File: src/rtl/core/mfpd_pkg.sv
`timescale 1ns / 1ps
`default_nettype none

package mfpd_pkg;

    // Block sizing
    localparam int FADER_COUNT   = 8;
    localparam int POSITION_BITS = 10;
    localparam int ADDR_W        = (FADER_COUNT > 1) ? $clog2(FADER_COUNT) : 1;

    // Field widths
    localparam int CMD_W   = 2;
    localparam int IDX_W   = 3;
    localparam int POS_W   = 10;
    localparam int SCALE_W = 8;
    localparam int GAIN_W  = 8;
    localparam int CFG_IDX_W = 1;

    // (raw - lo) * 255 fits in POS_W + SCALE_W bits
    localparam int NUM_W = POS_W + SCALE_W;
    // kp*e + kd*(e - prev) spans -65025 .. 130050
    localparam int ACC_W = 18;

    localparam int FULL_SCALE = 255;

    // Mask applied to the raw reading
    localparam logic [POS_W-1:0] POS_MASK = POS_W'((64'd1 << POSITION_BITS) - 64'd1);

    // Commands
    localparam logic [CMD_W-1:0] CMD_CAP_TOP = 2'd0;
    localparam logic [CMD_W-1:0] CMD_CAP_BOT = 2'd1;
    localparam logic [CMD_W-1:0] CMD_START   = 2'd2;
    localparam logic [CMD_W-1:0] CMD_TICK    = 2'd3;

    // Fader modes
    localparam int MODE_W = 2;
    localparam logic [MODE_W-1:0] MODE_INIT   = 2'd0;
    localparam logic [MODE_W-1:0] MODE_MANUAL = 2'd1;
    localparam logic [MODE_W-1:0] MODE_AUTO   = 2'd2;

    // Configuration register indexes
    localparam logic [CFG_IDX_W-1:0] REG_GAIN_P = 1'd0;
    localparam logic [CFG_IDX_W-1:0] REG_GAIN_D = 1'd1;

endpackage

`default_nettype wire

File: src/rtl/core/motor_fader_pd_drive_top.sv
// An item passes through a setup step, the bit-serial divider, the bit-serial PD
// multiply-add and a write-back into the output register; no new item is taken
// until the previous one has been written back.
// A new item is taken while the previous result still waits in the output register.
// Reset (aresetn, synchronous, active low) sets both gains to 1 and clears all ends,
// previous errors and fader modes.
`timescale 1ns / 1ps
`default_nettype none

module motor_fader_pd_drive_top (
    input  wire                                 aclk,
    input  wire                                 aresetn,
    // configuration write port
    input  wire                                 cfg_wr_en,
    input  wire  [mfpd_pkg::CFG_IDX_W-1:0]      cfg_index,
    input  wire  [mfpd_pkg::GAIN_W-1:0]         cfg_wr_data,
    // input items
    input  wire                                 s_valid,
    output logic                                s_ready,
    input  wire  [mfpd_pkg::CMD_W-1:0]          s_command,
    input  wire  [mfpd_pkg::IDX_W-1:0]          s_fader_index,
    input  wire  [mfpd_pkg::POS_W-1:0]          s_raw_position,
    // result items
    output logic                                m_valid,
    input  wire                                 m_ready,
    output logic [mfpd_pkg::IDX_W-1:0]          m_fader_number,
    output logic [mfpd_pkg::SCALE_W-1:0]        m_scaled_value,
    output logic                                m_drive_update,
    output logic [mfpd_pkg::SCALE_W-1:0]        m_duty,
    output logic                                m_positive_pin,
    output logic                                m_negative_pin,
    output logic                                m_auto_active,
    output logic                                m_calibration_bad
);

    localparam int POS_W   = mfpd_pkg::POS_W;
    localparam int SCALE_W = mfpd_pkg::SCALE_W;
    localparam int NUM_W   = mfpd_pkg::NUM_W;
    localparam int ACC_W   = mfpd_pkg::ACC_W;
    localparam int GAIN_W  = mfpd_pkg::GAIN_W;
    localparam int ADDR_W  = mfpd_pkg::ADDR_W;
    localparam int NF      = mfpd_pkg::FADER_COUNT;

    // Sequencer states
    localparam logic [2:0] ST_IDLE  = 3'd0;
    localparam logic [2:0] ST_SETUP = 3'd1;
    localparam logic [2:0] ST_DIV   = 3'd2;
    localparam logic [2:0] ST_MUL   = 3'd3;
    localparam logic [2:0] ST_DONE  = 3'd4;

    logic [2:0] state_reg, state_next;
    logic [2:0] cnt_reg, cnt_next;

    // Per-fader state
    logic [POS_W-1:0]            top_end_reg    [NF];
    logic [POS_W-1:0]            bottom_end_reg [NF];
    logic [SCALE_W-1:0]          prev_err_reg   [NF];
    logic [mfpd_pkg::MODE_W-1:0] mode_reg       [NF];

    logic [GAIN_W-1:0] gain_p_reg, gain_d_reg;

    // Item registers
    logic [mfpd_pkg::CMD_W-1:0] cmd_reg;
    logic [mfpd_pkg::IDX_W-1:0] idx_reg;
    logic [POS_W-1:0]           raw_reg;

    // Datapath registers
    logic                 bad_reg, bad_next;
    logic [POS_W-1:0]     den_reg, den_next;
    logic [POS_W-1:0]     rem_reg, rem_next;
    logic [SCALE_W-1:0]   nlo_reg, nlo_next;
    logic [SCALE_W-1:0]   q_reg, q_next;
    logic [SCALE_W-1:0]   err_reg, err_next;
    logic [SCALE_W-1:0]   prev_reg, prev_next;
    logic [ACC_W-1:0]     mp_reg, mp_next;
    logic [ACC_W-1:0]     md_reg, md_next;
    logic [GAIN_W-1:0]    kp_sr_reg, kp_sr_next;
    logic [GAIN_W-1:0]    kd_sr_reg, kd_sr_next;
    logic [ACC_W-1:0]     acc_reg, acc_next;

    logic m_valid_reg, m_valid_next;

    logic [ADDR_W-1:0] addr;
    logic              in_range;
    logic              accept;
    logic              out_free;

    // setup-cycle values
    logic [POS_W-1:0]   top_eff, bot_eff, clamped, diff_pos;
    logic [NUM_W-1:0]   numer;
    // divider step
    logic [POS_W:0]     trial;
    logic               qbit;
    logic [SCALE_W-1:0] q_final;
    logic [SCALE_W:0]   err_diff;
    // finish
    logic               is_auto_tick, settled, drive, sum_pos;
    logic [ACC_W-1:0]   mag;
    logic [SCALE_W-1:0] duty_val;

    assign accept   = s_valid && s_ready;
    assign s_ready  = (state_reg == ST_IDLE);
    assign out_free = !m_valid_reg || m_ready;
    assign m_valid  = m_valid_reg;
    assign addr     = ADDR_W'(idx_reg);
    assign in_range = 32'(idx_reg) < 32'(NF);

    // Calibration ends as they stand after this item
    always_comb begin
        top_eff  = (cmd_reg == mfpd_pkg::CMD_CAP_TOP) ? raw_reg : top_end_reg[addr];
        bot_eff  = (cmd_reg == mfpd_pkg::CMD_CAP_BOT) ? raw_reg : bottom_end_reg[addr];
        if (raw_reg < bot_eff) begin
            clamped = bot_eff;
        end else if (raw_reg > top_eff) begin
            clamped = top_eff;
        end else begin
            clamped = raw_reg;
        end
        diff_pos = clamped - bot_eff;
        // d * 255 = (d << 8) - d
        numer    = {diff_pos, {SCALE_W{1'b0}}} - NUM_W'(diff_pos);
    end

    // Restoring divider step, one quotient bit per cycle
    always_comb begin
        trial   = {rem_reg, nlo_reg[SCALE_W-1]};
        qbit    = trial >= {1'b0, den_reg};
        q_final = {q_reg[SCALE_W-2:0], qbit};
        err_diff = {1'b0, (bad_reg ? {SCALE_W{1'b0}} : q_final)} - {1'b0, prev_reg};
    end

    // PD result decode
    always_comb begin
        is_auto_tick = in_range && (cmd_reg == mfpd_pkg::CMD_TICK)
                       && (mode_reg[addr] == mfpd_pkg::MODE_AUTO);
        settled  = (err_reg == '0) && (prev_reg == '0);
        drive    = is_auto_tick && !settled;
        sum_pos  = !acc_reg[ACC_W-1] && (acc_reg != '0);
        mag      = acc_reg[ACC_W-1] ? (~acc_reg + ACC_W'(1)) : acc_reg;
        duty_val = (mag > ACC_W'(mfpd_pkg::FULL_SCALE)) ?
                   SCALE_W'(mfpd_pkg::FULL_SCALE) : mag[SCALE_W-1:0];
    end

    // Sequencer and datapath next state
    always_comb begin
        state_next   = state_reg;
        cnt_next     = cnt_reg;
        bad_next     = bad_reg;
        den_next     = den_reg;
        rem_next     = rem_reg;
        nlo_next     = nlo_reg;
        q_next       = q_reg;
        err_next     = err_reg;
        prev_next    = prev_reg;
        mp_next      = mp_reg;
        md_next      = md_reg;
        kp_sr_next   = kp_sr_reg;
        kd_sr_next   = kd_sr_reg;
        acc_next     = acc_reg;
        m_valid_next = m_valid_reg && !m_ready;
        case (state_reg)
            ST_IDLE: begin
                if (accept) begin
                    state_next = ST_SETUP;
                end
            end
            ST_SETUP: begin
                bad_next   = top_eff <= bot_eff;
                den_next   = top_eff - bot_eff;
                rem_next   = numer[NUM_W-1:SCALE_W];
                nlo_next   = numer[SCALE_W-1:0];
                q_next     = '0;
                prev_next  = prev_err_reg[addr];
                cnt_next   = '0;
                state_next = ST_DIV;
            end
            ST_DIV: begin
                rem_next = qbit ? POS_W'(trial - {1'b0, den_reg}) : trial[POS_W-1:0];
                nlo_next = {nlo_reg[SCALE_W-2:0], 1'b0};
                q_next   = q_final;
                cnt_next = cnt_reg + 3'd1;
                if (cnt_reg == 3'd7) begin
                    err_next   = bad_reg ? '0 : q_final;
                    mp_next    = ACC_W'(bad_reg ? {SCALE_W{1'b0}} : q_final);
                    md_next    = {{(ACC_W-SCALE_W-1){err_diff[SCALE_W]}}, err_diff};
                    kp_sr_next = gain_p_reg;
                    kd_sr_next = gain_d_reg;
                    acc_next   = '0;
                    state_next = ST_MUL;
                end
            end
            ST_MUL: begin
                // one gain bit per cycle for both terms
                acc_next   = acc_reg + (kp_sr_reg[0] ? mp_reg : '0)
                                     + (kd_sr_reg[0] ? md_reg : '0);
                mp_next    = {mp_reg[ACC_W-2:0], 1'b0};
                md_next    = {md_reg[ACC_W-2:0], 1'b0};
                kp_sr_next = {1'b0, kp_sr_reg[GAIN_W-1:1]};
                kd_sr_next = {1'b0, kd_sr_reg[GAIN_W-1:1]};
                cnt_next   = cnt_reg + 3'd1;
                if (cnt_reg == 3'd7) begin
                    state_next = ST_DONE;
                end
            end
            ST_DONE: begin
                if (out_free) begin
                    m_valid_next = 1'b1;
                    state_next   = ST_IDLE;
                end
            end
            default: begin
                state_next = ST_IDLE;
            end
        endcase
    end

    // Control and per-fader state
    always_ff @(posedge aclk) begin
        if (!aresetn) begin
            state_reg   <= ST_IDLE;
            cnt_reg     <= '0;
            m_valid_reg <= 1'b0;
            gain_p_reg  <= GAIN_W'(1);
            gain_d_reg  <= GAIN_W'(1);
            for (int i = 0; i < NF; i++) begin
                top_end_reg[i]    <= '0;
                bottom_end_reg[i] <= '0;
                prev_err_reg[i]   <= '0;
                mode_reg[i]       <= mfpd_pkg::MODE_INIT;
            end
        end else begin
            state_reg   <= state_next;
            cnt_reg     <= cnt_next;
            m_valid_reg <= m_valid_next;
            if (cfg_wr_en && cfg_index == mfpd_pkg::REG_GAIN_P) begin
                gain_p_reg <= cfg_wr_data;
            end
            if (cfg_wr_en && cfg_index == mfpd_pkg::REG_GAIN_D) begin
                gain_d_reg <= cfg_wr_data;
            end
            // captures and start take effect in the setup cycle
            if (state_reg == ST_SETUP && in_range) begin
                case (cmd_reg)
                    mfpd_pkg::CMD_CAP_TOP: begin
                        top_end_reg[addr] <= raw_reg;
                    end
                    mfpd_pkg::CMD_CAP_BOT: begin
                        bottom_end_reg[addr] <= raw_reg;
                        mode_reg[addr]       <= mfpd_pkg::MODE_MANUAL;
                    end
                    mfpd_pkg::CMD_START: begin
                        mode_reg[addr] <= mfpd_pkg::MODE_AUTO;
                    end
                    default: begin
                    end
                endcase
            end
            // settle or record the error when the result goes out
            if (state_reg == ST_DONE && out_free && is_auto_tick) begin
                if (settled) begin
                    mode_reg[addr] <= mfpd_pkg::MODE_MANUAL;
                end else begin
                    prev_err_reg[addr] <= err_reg;
                end
            end
        end
    end

    // Payload registers
    always_ff @(posedge aclk) begin
        if (accept) begin
            cmd_reg <= s_command;
            idx_reg <= s_fader_index;
            raw_reg <= s_raw_position & mfpd_pkg::POS_MASK;
        end
        bad_reg   <= bad_next;
        den_reg   <= den_next;
        rem_reg   <= rem_next;
        nlo_reg   <= nlo_next;
        q_reg     <= q_next;
        err_reg   <= err_next;
        prev_reg  <= prev_next;
        mp_reg    <= mp_next;
        md_reg    <= md_next;
        kp_sr_reg <= kp_sr_next;
        kd_sr_reg <= kd_sr_next;
        acc_reg   <= acc_next;
        if (state_reg == ST_DONE && out_free) begin
            m_fader_number    <= idx_reg;
            m_scaled_value    <= in_range ? err_reg : '0;
            m_calibration_bad <= in_range && bad_reg;
            m_drive_update    <= drive;
            m_duty            <= drive ? duty_val : '0;
            m_positive_pin    <= drive && !sum_pos;
            m_negative_pin    <= drive && sum_pos;
            m_auto_active     <= is_auto_tick ? !settled :
                                 (in_range && mode_reg[addr] == mfpd_pkg::MODE_AUTO);
        end
    end

`ifndef ASSERT_OFF
    // a driven result sets exactly one bridge pin
    a_one_pin: assert property (@(posedge aclk) disable iff (!aresetn)
        (m_valid && m_drive_update) |-> (m_positive_pin ^ m_negative_pin))
        else $error("drive result without exactly one pin");

    // no drive means zero duty and both pins low
    a_no_drive_idle: assert property (@(posedge aclk) disable iff (!aresetn)
        (m_valid && !m_drive_update) |->
        (m_duty == '0 && !m_positive_pin && !m_negative_pin))
        else $error("duty or pins set without drive");

    // bad calibration reports zero position
    a_bad_zero: assert property (@(posedge aclk) disable iff (!aresetn)
        (m_valid && m_calibration_bad) |-> (m_scaled_value == '0))
        else $error("bad calibration with nonzero position");

    // drive only while the fader stays in auto mode
    a_drive_auto: assert property (@(posedge aclk) disable iff (!aresetn)
        (m_valid && m_drive_update) |-> m_auto_active)
        else $error("drive outside auto mode");

    // setup always starts the divider at its first step
    a_setup_div: assert property (@(posedge aclk) disable iff (!aresetn)
        (state_reg == ST_SETUP) |=> (state_reg == ST_DIV && cnt_reg == 3'd0))
        else $error("divider did not start after setup");
`endif

endmodule

`default_nettype wire
File: config.mk
export PLATFORM = sky130hd
export DESIGN_NAME = motor_fader_pd_drive_top
export DESIGN_NICKNAME = d
export VERILOG_FILES = /design/src/rtl/core/mfpd_pkg.sv /design/src/rtl/core/motor_fader_pd_drive_top.sv
export SDC_FILE = /design/constraint.sdc
export NUM_CORES = 1
export LEC_CHECK = 0
export ABC_AREA = 0
export BUFFER_PORTS_ARGS = -buffer_cell sky130_fd_sc_hd__buf_2
export CAP_MARGIN = 20
export CORE_UTILIZATION = 35
export CTS_BUF_LIST = sky130_fd_sc_hd__clkbuf_16
export DETAILED_ROUTE_END_ITERATION = 7
export GPL_TIMING_DRIVEN = 1
export SETUP_SLACK_MARGIN = 0.5
export SYNTH_ARGS = -nofsm -noshare
export SYNTH_HDL_FRONTEND = slang
export SYNTH_SLANG_ARGS = --single-unit
File: constraint.sdc
create_clock -name aclk -period 11.2 [get_ports aclk]
set_clock_uncertainty 0.1 [all_clocks]
set_input_delay 3.36 -clock aclk [delete_from_list [all_inputs] [get_ports aclk]]
set_output_delay 3.36 -clock aclk [all_outputs]
set_load 0.02 [all_outputs]
## After elaboration in Yosys (flattened, before gate mapping)

Memories as Yosys holds them, arrays and structs flattened. A register that Yosys moved wholly into a read port is not among the register bits.
Cells that the tools add are included.

| storage, ports and cells | value |
|---|---|
| input port bits | 29 |
| register bits | 176 |
| RAM bits | 240 |
| memories | 4 |

Memory list:

| name | depth | width | read ports | clocked after memory_dff | wr ports | line | RTL |
|---|---|---|---|---|---|---|---|
| bottom_end_reg | 8 | 10 | 1 | 1 | 8 | motor_fader_pd_drive_top.sv:56 | `logic [POS_W-1:0] bottom_end_reg [NF];` |
| top_end_reg | 8 | 10 | 1 | 1 | 8 | motor_fader_pd_drive_top.sv:55 | `logic [POS_W-1:0] top_end_reg [NF];` |
| prev_err_reg | 8 | 8 | 1 | 1 | 8 | motor_fader_pd_drive_top.sv:57 | `logic [SCALE_W-1:0] prev_err_reg [NF];` |
| mode_reg | 8 | 2 | 1 | 1 | 8 | motor_fader_pd_drive_top.sv:58 | `logic [mfpd_pkg::MODE_W-1:0] mode_reg [NF];` |

| cells by class | value |
|---|---|
| multiplexer cells | 71 |
| equality and inequality tests | 13 |
| bitwise logic cells | 4 |
| add/subtract/negate cells | 9 |
| reduce and logical (&&, ||, !) cells | 34 |
| $lt $le $gt $ge | 5 |

Operators by type and width:

| operator | number |
|---|---|
| $mux W18 | 6 |
| $pmux W18 S2 | 3 |
| $mux W10 | 7 |
| $mux W8 | 6 |
| $pmux W8 S2 | 3 |
| $add A18 B18 Y18 | 2 |
| $mux W3 | 11 |
| $sub A10 B10 Y10 | 3 |
| $mux W1 | 28 |
| $pmux W10 S2 | 1 |
| $reduce_or A10 Y1 | 2 |
| $add A18 B1 Y18 const B | 1 |
| $gt A18 B8 Y1 const B | 1 |
| $not A18 Y18 | 1 |
| $reduce_bool A18 Y1 | 1 |
| $sub A18 B10 Y18 | 1 |
| $logic_not A8 Y1 | 2 |
| $pmux W3 S5 | 1 |
| $pmux W7 S2 | 1 |
| $logic_and A1 B1 Y1 | 12 |
| $ge A11 B10 Y1 | 1 |
| $gt A10 B10 Y1 | 1 |
| $le A10 B10 Y1 | 1 |
| $lt A10 B10 Y1 | 1 |
| 22 further kinds | 39 |

## Logic depth before layout (Yosys ltp)

Gate-level depths: netlist of the first run.

| logic depth | value |
|---|---|
| depth after elaboration | 10 |
| depth in mapped cells | 33 |

## Least setup slack after synthesis of the first run

Ideal clock, no wire load.

| timing | value |
|---|---|
| kind | register to register |
| start | register (tool-made name) |
| end | register rem_reg[3] (data pin) |
| clock period less this slack | 6,712 ps |
| buffers on the path | 5 |
| cell stages (with the launch flop) | 33 |
| data arrival time | 6,344 ps |
| setup slack | 4,488 ps |
| path through | dfxtp_1 buf_2 buf_2 mux4_2 mux2i_1 o21ai_0 inv_1 ha_1 a21oi_1 a21boi_0 o31ai_1 a21o_1 clkbuf_1 clkbuf_1 nand2_1 o211ai_1 o21ai_0 ha_1 fa_1 nor2b_1 o2111ai_1 nand3_1 o21ai_0 xnor2_1 inv_1 ha_1 and2_1 nand2_1 or4_1 clkbuf_1 o21ai_0 xnor2_1 mux2i_1 |

RTL lines:

| item | line | RTL |
|---|---|---|
| end signal: assignment | motor_fader_pd_drive_top.sv:278 | `rem_reg <= rem_next;` |
| end: declaration | motor_fader_pd_drive_top.sv:70 | `logic [POS_W-1:0] rem_reg, rem_next;` |

==> results.json, run 1 <==
{
  "finalCritPeriodShare_pct": 70.8,
  "drt-initial-drc-count": 1148,
  "fin_tns_setup_ps": 0,
  "finalCriticalPeriod_ps": 7930,
  "cap_viol_max_count": 0,
  "area_delta_synth_final_pct": 12.4,
  "die_w_um": 255,
  "whs_endpoint": "gain_d_reg[3]",
  "hold_depth": 2,
  "rsz0062_at_grt": "false",
  "min_from": "gain_d_reg[3]",
  "dieHeight_um": 255,
  "final_util_pct": 39.8,
  "crit_slowest_cell": "dfxtp_2",
  "tightest_slew_ps": 1110,
  "final_cell_mix": "edfxtp_1, and2_1, nand2_1",
  "path_class": "flop to flop",
  "setup_ws_ps": 3270,
  "fin_nets": 2050,
  "drt-total-wl_mm": 53.8,
  "path_clk_slew_ps": 60,
  "regToRegEndpoint": "rem_reg[9]",
  "synth_area_um2": 22400,
  "cp_data_required_time_ps": 11400,
  "endpoint_kind": "flop",
  "fin_area_um2": 25100,
  "pre_cts_ws_ps": 3230,
  "die_area_um2": 64900,
  "initial_core_util_pct": 35.5,
  "drive_gt1_share_pct": 13.0,
  "clock_latency_ps": 610,
  "slowest_delay_ps": 770,
  "leakage_uw": 0.00943,
  "critPathArrivalTime_ps": 8130,
  "yosysSeqAreaShare_pct": 56.2,
  "status": "finished clean",
  "cts_tree": "done",
  "hold_path_class": "flop to flop",
  "startpoint_type": "flop",
  "cts_resized": 0,
  "diodes": 0,
  "synth_warnings": 0,
  "first_global_vias": 14800,
  "avgSynthCellArea_um2": 12.0,
  "final_common_cell": "edfxtp_1",
  "ys_seq_elements": 427,
  "num_vias": 14500,
  "htreeDepth": 2,
  "fmax_ghz": 0.126,
  "grt_start_max_net_pins": 71,
  "yosysUniqueCellTypes": 76,
  "grt_usage_pct": 17.0,
  "synthCells": 1871,
  "relSlewSlack_pct": 25.0,
  "clock-sinks": 427,
  "synth_edf_count": 401,
  "reg2reg_setup_slack_ps": 3270,
  "peakVddDrop_mv": 0.120,
  "numPortBuffers": 54,
  "syn-num-nets": 2000,
  "finalSetupViolations": 0,
  "dpl.hpwl_mm": 37.7,
  "core_um2": 63100,
  "finalHoldViolCount": 0,
  "place_area_um2": 23600,
  "drcViolationCount": 0,
  "wl_per_cell_um": 19.2,
  "power_density_nw_per_um2": 183,
  "cts_setup_buffers": 0,
  "antenna_found_initial": 2,
  "gr-total-overflow": 0,
  "cts_buffers": 47,
  "cts_hold_buf": 0,
  "clockBufferDepth": 3,
  "num_rows": 92,
  "whs_ps": 362,
  "ys_dominant_reg_cell": "edfxtp_1",
  "dr.pass1.iters": 6,
  "reg2regPathDepth": 29,
  "root_buffer": "clkbuf_16",
  "grt_pass1_wl_mm": 84.8,
  "via_per_inst": 5.16,
  "crit_fanout": 30,
  "antenna_left": 0,
  "slew_viol_final": 0,
  "async_flop_share_pct": 0,
  "io_pins": 55,
  "routabilityCongestion": 0.887
}
-- kinds of logic (layout without fill, tap and decap cells) --
| kind of cell | after synthesis | after routing | share of synthesized area [%] |
|---|---|---|---|
| compound gates | 308 | 308 | 9.07 |
| simple gates | 720 | 720 | 17.0 |
| flops | 427 | 427 | 56.2 |
| fa+ha+maj | 100 | 100 | 6.33 |
| buf+inv | 172 | 261 | 2.95 |
| xor+xnor | 54 | 54 | 2.15 |
| mux | 90 | 90 | 6.33 |
-- cell type report --
cell class	count	area (µm²)
fill	6077	38000
sequential	427	12600
multi-input combinational	1272	9150
clock buffer	48	1200
tap	846	1060
timing repair buffer	98	619
inverter	75	282
clock inverter	40	251
-- where the power goes --
group          switching [µW]  internal (µW)
logic                     700            495
registers                56.6           1880
clock network             656            808
total                    1410           3180
-- metrics by stage --
stage,instances,total power (µW)
floorplan,1871,2860
global placement,2707,3140
detailed placement,2713,3160
CTS,2801,4630
global route,2806,4830
finish,2806,4600
-- worst max-delay path by stage --
stage / from / endpoint / slack (ps) / cells past startpoint
2_1_floorplan: flop / rem_reg[3] / 4490 / 32
3_3_place_gp: flop / rem_reg[9] / 3390 / 29
3_5_place_dp: flop / rem_reg[9] / 3230 / 29
4_1_cts: flop / rem_reg[9] / 3220 / 29
5_1_grt: flop / rem_reg[9] / 2630 / 29
6_report: flop / rem_reg[9] / 3270 / 29
-- metal layers --
metal	track usage [%]	vias up	part of all wire (%)
li1	-	6918	-
met1	21.8	7144	44
met2	29.2	335	49
met3	2.87	89	5.2
met4	4.96	0	2.3
met5	0	-	0
-- critical path: cells and delay by family, from the launching register on --
kind | cells | cell delay [ps]
and+or+nand+nor | 9 | 1580
AOI/OAI and AO/OA | 9 | 1650
DFF | 1 | 770
adders and majority gates | 4 | 1270
buffers and inverters | 3 | 870
muxes | 3 | 950
xor gates and xnor gates | 1 | 440
-- synthesized netlist by cell type, drive strengths merged, types with 7 or more instances --
library cell  instances  area (µm²)
and2                244        1530
buf                  26         111
or2                  13        86.3
a211oi                8        60.1
nor2b                26         163
mux2i                38         380
nand2               151         567
ha                   78         976
nand2b               11        68.8
o21ai                98         494
and3                 16         100
a221oi                9        78.8
nand4                14        93.8
nor4                 10        62.6
or3                   8        50.1
mux2                 12         135
edfxtp              401       12000
nor3                 52         272
xnor2                32         280
dfxtp                26         521
o31ai                11        82.6
o211ai                7        52.6
xor2                 22         200
a21oi                55         305
o21a                  8        60.1
a22oi                20         150
clkbuf               71         267
nor2                121         454
inv                  73         274
fa                   22         440
mux4                 40         901
nand3                29         145
a21o                 22         165
a21boi               27         203
Note: power is estimated with default switching activity, not from simulation.
==> inputs of run 2 (changes only) <==
- clock period: 11.2 -> 6.53 ns (I/O delays scaled with it)
==> results.json, run 2 (synthesis results as in run 1) <==
{
  "routabilityCongestion": 0.905,
  "die_w_um": 255,
  "relSlewSlack_pct": 33.6,
  "drt-total-wl_mm": 54.3,
  "crit_fanout": 6,
  "core_um2": 63100,
  "cp_data_required_time_ps": 6740,
  "dieHeight_um": 255,
  "root_buffer": "clkbuf_16",
  "critPathArrivalTime_ps": 6300,
  "diodes": 0,
  "power_density_nw_per_um2": 330,
  "finalCritPeriodShare_pct": 93.2,
  "path_clk_slew_ps": 60,
  "antenna_left": 0,
  "area_delta_synth_final_pct": 17.3,
  "finalCriticalPeriod_ps": 6090,
  "clock_latency_ps": 600,
  "peakVddDrop_mv": 0.224,
  "cts_tree": "done",
  "slowest_delay_ps": 530,
  "clock-sinks": 427,
  "num_vias": 14900,
  "htreeDepth": 2,
  "cts_buffers": 47,
  "crit_slowest_cell": "or4_4",
  "endpoint_kind": "flop",
  "dr.pass1.iters": 5,
  "fin_nets": 2133,
  "fmax_ghz": 0.164,
  "initial_core_util_pct": 35.5,
  "numPortBuffers": 54,
  "tightest_slew_ps": 989,
  "grt_usage_pct": 16.8,
  "rsz0062_at_grt": "true",
  "clockBufferDepth": 3,
  "final_common_cell": "edfxtp_1",
  "hold_path_class": "flop to flop",
  "first_global_vias": 15000,
  "drive_gt1_share_pct": 18.6,
  "dpl.hpwl_mm": 37.8,
  "gr-total-overflow": 0,
  "antenna_found_initial": 0,
  "total_power_uw": 8660,
  "status": "finished clean",
  "io_pins": 55,
  "leakage_uw": 0.00996,
  "finalHoldViolCount": 0,
  "grt_pass1_wl_mm": 84.1,
  "startpoint_type": "flop",
  "die_area_um2": 64900,
  "final_cell_mix": "edfxtp_1, and2_1, nand2_1",
  "drt-initial-drc-count": 1136,
  "cap_viol_max_count": 0,
  "path_class": "flop to flop",
  "fin_tns_setup_ps": 0,
  "slew_viol_final": 0,
  "via_per_inst": 5.15,
  "grt_start_max_net_pins": 48,
  "cts_hold_buf": 0,
  "finalSetupViolations": 0,
  "num_rows": 92,
  "drcViolationCount": 0,
  "wl_per_cell_um": 18.8
}
run 2: routing by layer:
metal	vias to the layer above	track usage (%)	wire length (µm)
met3	99	2.80	2920
met4	0	5.97	1640
met1	7323	21.6	23500
met2	397	28.5	26200
met5	-	0	0
li1	7067	-	-
run 2: repair_timing:
action | 4_1_cts | 5_1_grt
setup buffers | 14 | 37
pin swaps | 6 | 27
gates resized for setup | 29 | 39
cloned | 2 | 1
endpoints found under the setup margin | 8 | 6
hold endpoints to repair | 0 | 0
run 2: critical path: cells and delay by family, from the launching register on:
kind / cells / cell delay (ps)
compound gates: 10 / 1350
simple gates: 8 / 1300
fa+ha+maj: 4 / 1070
mux: 3 / 800
buf+inv: 5 / 570
flops: 1 / 420
xor+xnor: 1 / 190
run 2: layout make-up:
cell class / count / area (µm²)
clock buffers: 49 / 1230
clock inverters: 38 / 387
fillers: 5985 / 36800
inverters: 75 / 282
multi-input cells: 1274 / 9420
flip-flops and latches: 427 / 12600
well taps: 846 / 1060
repair buffers: 179 / 1290
run 2: stage by stage:
step | setup slack [ps] | hold WS (ps) | std cells | area [µm²] | util [%]
global placement | 157 | 351 | 2740 | 23900 | 37.9
detailed placement | -33.6 | 358 | 2743 | 23900 | 37.9
CTS | 514 | 366 | 2846 | 25700 | 40.8
finish | 444 | 364 | 2888 | 26200 | 41.6
global route | 65.4 | 392 | 2888 | 26200 | 41.6
floorplan | 519 | 339 | 1871 | 22500 | -
run 2: path summary, 6_finish.rpt:
| path | startpoint | end | slack [ps] | cells past startpoint |
|---|---|---|---|---|
| worst max-delay path | flop | rem_reg[9] | 440 | 31 |
| worst min register to register | gain_d_reg[2] | gain_d_reg[2] | 360 | 2 |
| worst max register to register | flop | rem_reg[9] | 440 | 31 |
| worst min-delay path | gain_d_reg[2] | gain_d_reg[2] | 360 | 2 |
run 2: report_power, final:
part	internal [µW]	switching (µW)	leakage, µW	total (µW)
sequential	3220	91.1	0.00418	3310
combinational	1180	1380	0.00494	2560
clock	1670	1120	0.000845	2790
total	6070	2590	0.00996	8660
==> inputs of run 3 (changes only) <==
- CORE_ASPECT_RATIO: not set -> 0.75
- CTS_BUF_LIST: sky130_fd_sc_hd__clkbuf_16 -> sky130_fd_sc_hd__clkbuf_8
==> results.json, run 3 (synthesis results as in run 1) <==
{
  "rsz0062_at_grt": "true",
  "cts_tree": "done",
  "hold_path_class": "flop to flop",
  "p_switching_uw": 2650,
  "drt-total-wl_mm": 55.5,
  "cap_viol_max_count": 0,
  "routabilityCongestion": 0.846,
  "grt_usage_pct": 17.1,
  "antenna_found_initial": 2,
  "intPower_uw": 5660,
  "area_delta_synth_final_pct": 16.8,
  "drive_gt1_share_pct": 19.7,
  "gr-total-overflow": 0,
  "initial_core_util_pct": 35.7,
  "path_class": "flop to flop",
  "final_util_pct": 41.8,
  "numPortBuffers": 54,
  "leakage_uw": 0.00994,
  "num_vias": 15100,
  "drcViolationCount": 0,
  "power_density_nw_per_um2": 318,
  "dr.pass1.iters": 8,
  "slowest_delay_ps": 530,
  "crit_fanout": 6,
  "startpoint_type": "flop",
  "dpl.hpwl_mm": 38.3,
  "status": "finished clean",
  "io_pins": 55,
  "peakVddDrop_mv": 0.234,
  "num_rows": 79,
  "via_per_inst": 5.16,
  "wl_per_cell_um": 19.0,
  "final_cell_mix": "edfxtp_1, and2_1, nand2_1",
  "fin_area_um2": 26100,
  "relSlewSlack_pct": 22.7,
  "critPathArrivalTime_ps": 6320,
  "finalSetupViolations": 0,
  "die_w_um": 294,
  "grt_start_max_net_pins": 71,
  "netSwitchingFraction_pct": 31.9,
  "die_area_um2": 64900,
  "fmax_ghz": 0.165,
  "finalHoldViolCount": 0,
  "htreeDepth": 3,
  "clock_latency_ps": 680,
  "first_global_vias": 14900,
  "crit_slowest_cell": "mux4_2",
  "cp_data_required_time_ps": 6790,
  "tightest_slew_ps": 1160,
  "root_buffer": "clkbuf_8",
  "fin_nets": 2150,
  "whs_ps": 365,
  "p_seq_share_pct": 39.9,
  "cts_buffers": 73,
  "finalCritPeriodShare_pct": 92.9,
  "slew_viol_final": 0,
  "drt-initial-drc-count": 1413,
  "critPathTopFamily": "compound AO/OA/AOI/OAI gates",
  "n_fill_cell": 5779,
  "dieHeight_um": 221,
  "core_um2": 62600,
  "clock-sinks": 427,
  "path_clk_slew_ps": 60,
  "pre_cts_ws_ps": -61.2,
  "antenna_left": 0,
  "clockBufferDepth": 3,
  "finalCriticalPeriod_ps": 6070,
  "endpoint_kind": "flop",
  "combPwrFrac_pct": 31.6,
  "setup_ws_ps": 464,
  "grt_pass1_wl_mm": 86.1,
  "final_common_cell": "edfxtp_1",
  "pwr-share-clk_pct": 28.5,
  "place_area_um2": 24000,
  "crit_buf_inv": 3
}
==> run 3: cell types whose count changed in the layout (fill, tap and decap cells not counted), moves of 3 or more <==
cell,before,now
a21oi_1,41,38
a21oi_2,12,15
buf_4,109,96
bufinv_16,8,3
clkbuf_16,50,0
clkbuf_8,0,76
clkinv_1,8,16
inv_1,87,95
nor4_2,3,0
o21ai_0,81,76
==> run 3: power groups by stage <==
stage / Clock (µW) / Sequential [µW] / Combinational (µW)
5_1_grt: 2530 / 3330 / 2870
2_1_floorplan: 0 / 3320 / 1650
3_3_place_gp: 0 / 3370 / 2110
6_report: 2370 / 3310 / 2630
4_1_cts: 2430 / 3310 / 2310
3_5_place_dp: 0 / 3370 / 2170
==> run 3: worst register-to-register path: cells and delay by family (launching register included) <==
family	cells	cell delay [ps]
adder cells (fa/ha/maj)	4	1140
AND/OR/NAND/NOR	8	1290
XOR/XNOR	1	180
buffers and inverters	3	320
AO/OA/AOI/OAI	11	1440
flip-flops	1	400
multiplexers	3	870
==> run 3: path summary, 6_finish.rpt <==
check                start       endpoint  slack, ps  cells after the start
max reg2reg           flop     rem_reg[9]        460                     30
min          gain_d_reg[2]  gain_d_reg[2]        370                      2
max                   flop     rem_reg[9]        460                     30
min reg2reg  gain_d_reg[2]  gain_d_reg[2]        370                      2
==> run 3: final cells by class <==
type / count / area [µm²] / area share, %
multi-input cells: 1274 / 9520 / 36.4
inverters: 75 / 282 / 1.08
diodes: 1 / 2.50 / 0.00958
clock buffers: 76 / 1050 / 4.00
clock inverters: 54 / 357 / 1.36
repair buffers: 170 / 1290 / 4.93
well taps: 850 / 1060 / 4.07
flip-flops and latches: 427 / 12600 / 48.1
==> run 3: what timing repair did <==
item                                    CTS  global route
resized for setup                        33            50
cloned                                    4             2
pin swaps                                10            38
setup buffers                            11            25
hold buffers                              0             0
endpoints found under the setup margin    7             9
==> run 3: through the flow <==
step	TNS, ps	total power (µW)	instances
4_1_cts	0	8060	2894
3_5_place_dp	-61.2	5540	2749
3_3_place_gp	0	5480	2745
2_1_floorplan	0	4970	1871
6_report	0	8310	2927
5_1_grt	0	8740	2926
==> run 3: routing by layer <==
metal / share of wire, % / wire length [µm] / GRT usage [%]
met1: 48 / 26900 / 26.0
met2: 42 / 23100 / 23.9
met3: 7.3 / 4040 / 4.11
met4: 2.6 / 1440 / 5.26
met5: 0 / 0 / 0
